[src/sv/assert_macros.svh]
// Assertion helpers shared by the RTL files.
`ifndef ASSERT_MACROS_SVH
`define ASSERT_MACROS_SVH
`ifndef SYNTH
// Property checked on every clock edge outside reset.
`define PSES_ASSERT(lbl, clk, rst, prop, msg) \
  lbl: assert property (@(posedge clk) disable iff (rst) prop) else $error(msg);
// Property checked on every clock edge, reset included.
`define PSES_ASSERT_RST(lbl, clk, prop, msg) \
  lbl: assert property (@(posedge clk) prop) else $error(msg);
`else
`define PSES_ASSERT(lbl, clk, rst, prop, msg)
`define PSES_ASSERT_RST(lbl, clk, prop, msg)
`endif
`endif

[src/sv/pses_pkg.sv]
`default_nettype none

package pses_pkg;

  localparam int WORD_W = 32;
  localparam int CNT_W  = $clog2(WORD_W);

  // Token queue between front and back.
  localparam int FQ_DEPTH = 4;
  localparam int FQ_AW    = $clog2(FQ_DEPTH);
  localparam int FQ_CW    = $clog2(FQ_DEPTH + 1);

  // ASCII codes.
  localparam logic [7:0] CH_ZERO  = 8'h30;
  localparam logic [7:0] CH_NINE  = 8'h39;
  localparam logic [7:0] CH_SPACE = 8'h20;
  localparam logic [7:0] CH_PLUS  = 8'h2B;
  localparam logic [7:0] CH_MINUS = 8'h2D;
  localparam logic [7:0] CH_STAR  = 8'h2A;
  localparam logic [7:0] CH_SLASH = 8'h2F;

  typedef enum logic [2:0] {
    ST_OK      = 3'd0,
    ST_UNDER   = 3'd1,
    ST_OVER    = 3'd2,
    ST_BADCHAR = 3'd3,
    ST_DIVZERO = 3'd4
  } status_t;

  typedef enum logic [2:0] {
    K_DIGIT,
    K_SPACE,
    K_ADD,
    K_SUB,
    K_MUL,
    K_DIV,
    K_BAD
  } kind_t;

  typedef struct packed {
    kind_t      kind;
    logic [3:0] digit;
    logic       last;
  } item_t;

  typedef enum logic [1:0] {
    BK_IDLE,
    BK_OP,
    BK_DIV,
    BK_EMIT
  } bk_state_t;

endpackage

`default_nettype wire

[src/sv/pses_front.sv]
`default_nettype none
`include "assert_macros.svh"

module pses_front (
  input  wire logic           clk,
  input  wire logic           rst,
  input  wire logic           in_valid,
  output logic                in_ready,
  input  wire logic [7:0]     token,
  input  wire logic           last,
  output pses_pkg::item_t     item,
  output logic                item_valid,
  input  wire logic           item_pop
);
  import pses_pkg::*;

  item_t             fq [FQ_DEPTH];
  logic [FQ_AW-1:0]  wr_ptr;
  logic [FQ_AW-1:0]  rd_ptr;
  logic [FQ_CW-1:0]  count;
  item_t             cls;
  logic              push;
  logic              pop;

  // Classify the character.
  always_comb begin
    cls.digit = 4'(token - CH_ZERO);
    cls.last  = last;
    if (token >= CH_ZERO && token <= CH_NINE) begin
      cls.kind = K_DIGIT;
    end else begin
      unique case (token)
        CH_SPACE: cls.kind = K_SPACE;
        CH_PLUS:  cls.kind = K_ADD;
        CH_MINUS: cls.kind = K_SUB;
        CH_STAR:  cls.kind = K_MUL;
        CH_SLASH: cls.kind = K_DIV;
        default:  cls.kind = K_BAD;
      endcase
    end
  end

  assign in_ready   = (count != FQ_CW'(FQ_DEPTH));
  assign push       = in_valid && in_ready;
  assign item_valid = (count != '0);
  assign pop        = item_pop && item_valid;
  assign item       = fq[rd_ptr];

  always_ff @(posedge clk) begin
    if (push) begin
      fq[wr_ptr] <= cls;
    end
  end

  always_ff @(posedge clk) begin
    if (rst) begin
      wr_ptr <= '0;
      rd_ptr <= '0;
      count  <= '0;
    end else begin
      if (push) begin
        wr_ptr <= wr_ptr + FQ_AW'(1);
      end
      if (pop) begin
        rd_ptr <= rd_ptr + FQ_AW'(1);
      end
      unique case ({push, pop})
        2'b10:   count <= count + FQ_CW'(1);
        2'b01:   count <= count - FQ_CW'(1);
        default: count <= count;
      endcase
    end
  end

  `PSES_ASSERT(a_pop_only_nonempty, clk, rst, item_pop |-> count != '0, "pop from empty queue")
  `PSES_ASSERT(a_count_tracks, clk, rst, (push && !pop) |=> count == $past(count) + FQ_CW'(1), "queue count lost a push")
  `PSES_ASSERT(a_count_bound, clk, rst, count <= FQ_CW'(FQ_DEPTH), "queue count past depth")

endmodule

`default_nettype wire

[config.mk]
export PLATFORM = sky130hd
export DESIGN_NAME = pses_front
export DESIGN_NICKNAME = d
export VERILOG_FILES = /design/src/sv/pses_pkg.sv /design/src/sv/pses_front.sv
export VERILOG_INCLUDE_DIRS = /design/src /design/src/sv
export SDC_FILE = /design/constraint.sdc
export NUM_CORES = 1
export LEC_CHECK = 0
export ABC_CLOCK_PERIOD_IN_PS = 2600
export BUFFER_PORTS_ARGS = -buffer_cell sky130_fd_sc_hd__buf_2
export CAP_MARGIN = 10
export CORE_MARGIN = 2
export CORE_UTILIZATION = 33
export CTS_BUF_LIST = sky130_fd_sc_hd__clkbuf_4
export CTS_CLUSTER_SIZE = 12
export DETAILED_ROUTE_END_ITERATION = 10
export REMOVE_ABC_BUFFERS = 1
export SYNTH_ARGS = -nofsm -noshare
export SYNTH_HDL_FRONTEND = slang
export SYNTH_SLANG_ARGS = --single-unit
[constraint.sdc]
create_clock -name clk -period 2.6 [get_ports clk]
set_input_delay 0.26 -clock clk [delete_from_list [all_inputs] [get_ports clk]]
set_output_delay 0.26 -clock clk [all_outputs]
set_load 0.005 [all_outputs]
# Yosys cells after proc, flatten, opt, wreduce, memory -nomap -nowiden
# Memory sizes are Yosys's and may differ from the RTL's. A register that Yosys moved wholly into a read port is not among the register bits.
# Index checks and enable logic that the tools add are counted.
# Widths: inputs -> output; s select.
# op_classes
n_addsub	5
n_lt_le_gt_ge	2
n_eq_ne	8
mux	7
n_reduce_logical	5
# op_table
cell	n
$eq 8x6->1 const B	5
$pmux 3 s5	1
$ge 8x6->1 const B	1
$le 8x6->1 const B	1
$pmux 3 s2	1
$add 2x1->2 const B	2
$mux 2	2
$sub 4x1->4 const B	1
$add 3x1->3 const B	1
$logic_and 1x1->1	3
$mux 3	1
$ne 3x3->1 const B	1
$reduce_bool 3->1	1
$sub 3x1->3 const B	1
$eq 2x1->1 const B	1
$eq 2x2->1 const B	1
$mux 1	2
$reduce_bool 2->1	1
# totals
register_bits	7
mem_bits_rw	32
in_bits	13
out_inout_bits	10
mem_count	1
# mem_list
memory	words	word_bits	rd	rd_ports_with_merged_regs	wr	line	rtl
fq	4	8	1	1	1	pses_front.sv:17	item_t fq [FQ_DEPTH];

# Logic depth before layout (Yosys ltp)
# Gate-level depths: netlist of the first run.
# logic_depth
depth_word	4
depth_mapped	9
mapped_depth_nobuf	8

# Least setup slack after synthesis of the first run
# OpenSTA, ideal clock, no wires.
# synth_timing
path_type	register -> register
from	register count[2]
to	register count[2]
setup_time_ps	70
arrival_time_ps	2158
slack_ps	372
path_stages_with_launch	10
n_path_buf	1
period_less_slack_ps	2228
cell_sequence	dfxtp_1 > or3b_1 > buf_6 > nand2_1 > ha_1 > inv_1 > fa_1 > xor2_1 > or3_2 > a21oi_1
# synth_via
elab_chain_cells	4
# synth_rtl
item	line	rtl
from (decl)	pses_front.sv:20	logic [FQ_CW-1:0] count;
from (signal assigned)	pses_front.sv:68	2'b10: count <= count + FQ_CW'(1);
from (signal assigned)	pses_front.sv:69	2'b01: count <= count - FQ_CW'(1);
from (signal assigned)	pses_front.sv:70	default: count <= count;
$ne 3x3->1 *	pses_front.sv:43	assign in_ready = (count != FQ_CW'(FQ_DEPTH));
via in_ready	pses_front.sv:8	output logic in_ready,
$logic_and 1x1->1 *	pses_front.sv:44	assign push = in_valid && in_ready;
$eq 2x1->1 / $eq 2x2->1 (equally long branches)	pses_front.sv:67	unique case ({push, pop})
$pmux 3 s2 / $reduce_bool 2->1 (equally long branches)	n/a	
# The timed path passes the listed nets; every way through them passes the cells marked *.
# A chain may end at the register's enable or synchronous reset.

# Worst setup path after layout of the first run
# layout_timing
from	register count[2]
to	register count[2]
# layout_via
elab_chain_cells	4
# layout_rtl
item	line
$ne 3x3->1 / $reduce_bool 3->1 (equally long branches)	pses_front.sv:43, pses_front.sv:45
$logic_and 1x1->1 (on tied branches)	pses_front.sv:44, pses_front.sv:46
$eq 2x1->1 / $eq 2x2->1 (equally long branches)	pses_front.sv:67
$pmux 3 s2 / $reduce_bool 2->1 (equally long branches)	n/a
# Parallel ways exist; a longest one is shown, timed or not.

==> flow_summary_export.csv, run 1 <==
group,metric,value,unit
setup_path,startpoint,"count[2]",
yosys,synth_edf_count,32,
yosys,yosys-top-cells-area,"edfxtp_1, dfxtp_1, mux4_2, ha_1, xor2_1",
timing,setup_violations,0,
routing,drc,0,
routing,drt-total-wl,3.01,mm
clock_tree,cts.sinks,41,
routing,postRouteAntennaNets,0,
placed_design,gp_congestion,0.715,
yosys,synth_cells,108,
timing,clock.fmax,0.428,GHz
global_routing,grt_pass1_wl,4.95,mm
cells_and_area,finalNetCount,152,
yosys,synthDistinctLibCells,31,
timing,hold_violations,0,
clock_tree,cts_resized,0,
timing,worst_slack,0.263,ns
routing,dr_wl_met3,161,microns
yosys,yosysTopAreaCell,"edfxtp_1",
routing,wire_per_inst,14.8,microns
clock_tree,numCtsBuffers,5,
routing,routed.top_layer,"met4",
setup_path,cp_slowest_cell,"dfxtp_1",
timing,relSlewSlack,0.617,
cells_and_area,area_growth,14.4,%
yosys,synth_common_cells,"edfxtp_1, dfxtp_1, mux4_2",
placed_design,place_ws,0.286,ns
setup_path,required,2.87,ns
clock_tree,root_buffer,"clkbuf_4",
routing,drt_first_iter_violations,61,
clock_tree,cts_max_level,2,
setup_path,cp_cell_sequence,"or3b_1, nand2_1, ha_1, inv_1, fa_1, xor2_1, or3_2, a21oi_1",
timing,setup_tns,0,ns
yosys,synth-async-reset-ratio,0,
clock_tree,hold_buffers,0,
timing,skew,0.00730,ns
cells_and_area,fin_cells,203,
placed_design,io_buffers,22,
yosys,avgSynthCellArea,16.1,sq um
routing,num_vias,974,
yosys,yosysWarnings,0,
cells_and_area,utilization,0.391,
setup_path,max_stage_delay,0.42,ns
power,p_per_area,848,nW/um^2
hold_path,min_from,"last",
yosys,yosysMostFrequentCell,"edfxtp_1",
clock_tree,clkTransAtPathRegs,0.11,ns
power,vdd_drop_max,564,uV
setup_path,criticalPathCategory,"flop to flop",
setup_path,cp_max_fo,6,
clock_tree,cts_setup_buffers,0,
yosys,ys_seq_elements,41,
clock_tree,insertion_delay,0.33,ns
setup_path,end_kind,"flop",
yosys,syn-cell-area,1730,sq um
timing,worst_pin_slew,0.573,ns
global_routing,track_usage,0.111,
timing,period_share,0.899,
setup_path,cp-start-kind,"flop",
setup_path,worstReg2RegStart,"count[2]",
yosys,yosysSeqAreaShare,0.658,
cells_and_area,fin_area,1980,sq um
yosys,synth_flop_cell,"edfxtp_1",
timing,slew_violations,0,
timing,rsz0062_at_grt,"false",
cells_and_area,drive_gt1_frac,0.353,
routing,wl_met1,1.31,mm
placed_design,hpwl,2.11,mm
global_routing,antenna_found_initial,0,
floorplanning,start_util,0.342,
clock_tree,tritoncts,"yes",
yosys,yosysTopAreaCellShare,0.554,
routing,route.met2.wl,1.51,mm
routing,viasPerCell,4.80,
setup_path,critical-path-top-delay-family,"simple AND/OR/NAND/NOR gates",
timing,min_period,2.34,ns
hold_path,hp-class,"input pin to flop",
floorplanning,core_area,5070,sq um
global_routing,first_global_vias,988,
power,p_leak,0.000692,uW
setup_path,crit_arrival,2.61,ns
status,outcome,"complete, no violations",
floorplanning,die_area,5850,sq um
floorplanning,std_cell_rows,26,
routing,firstDrtPassIters,4,
placed_design,placed_cell_area,1910,sq um
floorplanning,die_h,76.5,microns
global_routing,grt_remaining_overflow,0,
setup_path,path_buf_inv,1,
clock_tree,cts_buffer_depth,2,
floorplanning,top_level_ports,23,
floorplanning,die_w,76.5,microns
global_routing,grt_max_degree,13,
flow_run,max-cap-violations,0,
placed_design,placed_cells,196,
cells_and_area,diodes,0,
[metrics by stage]
stage                     total power [uW]  hold slack (ns)
after floorplan                       1150            0.322
after global placement                1290            0.475
after detailed placement              1320            0.490
after CTS                             1710            0.131
after global routing                  1790            0.128
final                                 1680            0.146
[worst reg2reg max path: stages, from the launching register on]
cell,delay (ns)
dfxtp_1,0.42
or3b_1,0.39
nand2_1,0.09
ha_1,0.18
inv_1,0.07
fa_1,0.39
xor2_1,0.17
or3_2,0.41
a21oi_1,0.15
[layer usage]
metal / track usage / vias to the layer above
met1: 0.135 / 481
li1: - / 459
met4: 0.0436 / 0
met2: 0.182 / 28
met3: 0.0355 / 6
met5: 0 / -
[report_power, final]
group          switching, uW  internal (uW)
clock network            190            196
logic                    193            233
registers               84.4            787
[final timing paths]
kind | endpoint | slack, ns | depth (start not counted)
max reg2reg | count[2] | 0.26 | 8
max | count[2] | 0.26 | 8
min | fq[0][0] | 0.15 | 1
min reg2reg | rd_ptr[1] | 0.55 | 2
[cells by family after synthesis]
family / after synthesis / share of synthesized area
mux: 8 / 0.104
fa+ha+maj: 6 / 0.0476
xor+xnor: 6 / 0.0303
flops: 41 / 0.658
buf+inv: 11 / 0.0289
simple gates: 22 / 0.0750
compound gates: 14 / 0.0563
[cell usage in the layout (no fill, tap or decap)]
cell and count:
a21o_1 2, a21oi_1 3, a21oi_2 1, a31oi_1 1, and3_1 2, and3_2 4
buf_2 22, buf_4 1, bufinv_16 1, clkbuf_4 5, clkinv_2 1, dfxtp_1 9
edfxtp_1 32, fa_1 1, ha_1 5, inv_1 6, mux4_2 8, nand2_1 1
nand3_1 2, nor2_1 6, nor2b_1 1, nor3b_1 2, nor4_1 1, o21ai_0 3
o21ba_2 1, o311ai_0 1, o31a_2 1, o32ai_1 1, or3_2 2, or3b_1 1
xnor2_1 2, xor2_1 4
[layout make-up]
cell class / count / area (sq um)
inverter: 6 / 22.5
clock buffer: 5 / 37.5
clock inverter: 2 / 35.0
sequential: 41 / 1140
timing repair buffer: 23 / 118
multi-input combinational: 56 / 543
tap: 70 / 87.6
fill: 492 / 3090
[sequential cells by signal, indices dropped and copies added, names as in the netlist, named ones only]
signal  flops
fq         32
count       3
rd_ptr      2
wr_ptr      2
(Power assumes the default switching activity.)
==> run 2, diff against run 1 <==
--- a/config.mk
+++ b/config.mk
@@ -14,7 +14,7 @@
 export CTS_BUF_LIST = sky130_fd_sc_hd__clkbuf_4
 export CTS_CLUSTER_SIZE = 12
 export DETAILED_ROUTE_END_ITERATION = 10
-export REMOVE_ABC_BUFFERS = 1
+export PLACE_DENSITY = 0.6
 export SYNTH_ARGS = -nofsm -noshare
 export SYNTH_HDL_FRONTEND = slang
 export SYNTH_SLANG_ARGS = --single-unit
==> flow_summary_export.csv, run 2 (synthesis results as in run 1) <==
group,metric,value,unit
power,p_per_area,810,nW/um^2
setup_path,r2r_setup_slack,0.28,ns
setup_path,cp-start-kind,"flop",
setup_path,r2r_cells,8,
hold_path,min_from,"last",
floorplanning,core_area,5070,sq um
routing,wire_per_inst,14.7,microns
clock_tree,insertion_delay,0.34,ns
global_routing,grt_max_degree,13,
setup_path,crit_arrival,2.60,ns
placed_design,hpwl,2.15,mm
hold_path,hold_path_depth,1,
timing,worst_pin_slew,0.553,ns
floorplanning,die_h,76.5,microns
routing,postRouteAntennaNets,0,
timing,clock.fmax,0.432,GHz
timing,period_share,0.891,
routing,firstDrtPassIters,4,
global_routing,grt_pass1_wl,4.75,mm
flow_run,max-cap-violations,0,
status,outcome,"complete, no violations",
setup_path,timing.rr.end,"count[2]",
cells_and_area,drive_gt1_frac,0.343,
routing,drc,0,
global_routing,first_global_vias,980,
placed_design,gp_congestion,0.716,
hold_path,hp-class,"input pin to flop",
global_routing,grt_remaining_overflow,0,
setup_path,cp_max_fo,6,
setup_path,required,2.88,ns
floorplanning,die_w,76.5,microns
timing,skew,0.00928,ns
clock_tree,cts_buffer_depth,2,
timing,hold_violations,0,
clock_tree,hold_buffers,0,
placed_design,place_ws,0.314,ns
cells_and_area,final_cell_mix,"edfxtp_1, buf_2, dfxtp_1, mux4_2",
timing,rsz0062_at_grt,"false",
cells_and_area,regMostFlops,"fq",
timing,setup_violations,0,
yosys,syn-num-nets,127,
timing,worst_slack,0.283,ns
timing,relSlewSlack,0.631,
routing,drt-total-wl,3.00,mm
floorplanning,start_util,0.342,
power,p_leak,0.000681,uW
routing,drt_first_iter_violations,37,
cells_and_area,final_common_cell,"edfxtp_1",
floorplanning,die_area,5850,sq um
clock_tree,cts_resized,0,
global_routing,antenna_found_initial,0,
routing,num_vias,987,
clock_tree,tritoncts,"yes",
cells_and_area,finalNetCount,152,
cells_and_area,reg.largest.list,"fq x32, count x3",
clock_tree,cts_max_level,2,
clock_tree,clkTransAtPathRegs,0.12,ns
clock_tree,numCtsBuffers,5,
timing,min_period,2.32,ns
cells_and_area,area_growth,13.1,%
timing,slew_violations,0,
hold_path,min_to,"fq[0][0]",
setup_path,end_kind,"flop",
global_routing,track_usage,0.108,
clock_tree,root_buffer,"clkbuf_4",
clock_tree,cts.sinks,41,
placed_design,io_buffers,22,
power,vdd_drop_max,363,uV
setup_path,worstReg2RegStart,"count[2]",
floorplanning,std_cell_rows,26,
setup_path,criticalPathCategory,"flop to flop",
clock_tree,cts_setup_buffers,0,
cells_and_area,diodes,0,
routing,viasPerCell,4.84,
timing,setup_tns,0,ns
floorplanning,top_level_ports,23,
cells_and_area,largest_reg_flops,32,
cells_and_area,fillCellCount,491,
run 2: changes by cell type in the layout (fill, tap and decap cells not counted), sizes merged:
cell,delta
clkinv,+2
bufinv,-1
run 2: final cells by class:
| cell class | instances | area (sq um) | share of cell area |
|---|---|---|---|
| clock buffer | 5 | 37.5 | 0.0191 |
| clock inverter | 3 | 12.5 | 0.00638 |
| inverter | 6 | 22.5 | 0.0115 |
| multi-input combinational | 56 | 543 | 0.277 |
| sequential | 41 | 1140 | 0.582 |
| tap | 70 | 87.6 | 0.0446 |
| timing repair buffer | 23 | 118 | 0.0599 |
run 2: metrics by stage:
stage	util	hold WS, ns	cells	area [sq um]	total power, uW
5_1_grt	0.387	0.123	204	1960	1690
6_report	0.387	0.133	204	1960	1590
2_1_floorplan	-	0.359	108	1730	1170
3_5_place_dp	0.377	0.491	196	1910	1320
3_3_place_gp	0.377	0.478	196	1910	1290
4_1_cts	0.387	0.121	204	1960	1610
run 2: critical path, stage by stage (launching register included):
cell	delay, ns
dfxtp_1	0.41
or3b_1	0.39
nand2_1	0.09
ha_1	0.19
inv_1	0.06
fa_1	0.37
xor2_1	0.17
or3_2	0.42
a21oi_1	0.16
run 2: how the worst max path moves through the flow:
| stage | slack (ns) | startpoint | cells past startpoint | endpoint |
|---|---|---|---|---|
| after CTS | 0.28 | count[2] | 8 | count[2] |
| after global routing | 0.18 | count[2] | 8 | count[2] |
| after global placement | 0.46 | count[2] | 8 | count[2] |
| after detailed placement | 0.31 | count[2] | 8 | count[2] |
| final | 0.28 | count[2] | 8 | count[2] |
| after floorplan | 0.37 | count[2] | 9 | count[2] |
run 2: report_power, final:
part / total, uW / internal (uW) / switching, uW
sequential: 871 / 787 / 83.5
clock: 293 / 98.0 / 195
combinational: 425 / 232 / 193
run 2: per-layer routing:
| metal | global-route usage | share of wire | vias to the layer above |
|---|---|---|---|
| met5 | 0 | 0 | - |
| met4 | 0.0382 | 0.016 | 0 |
| met3 | 0.0379 | 0.060 | 6 |
| met2 | 0.180 | 0.49 | 26 |
| met1 | 0.129 | 0.43 | 495 |
| li1 | - | - | 460 |
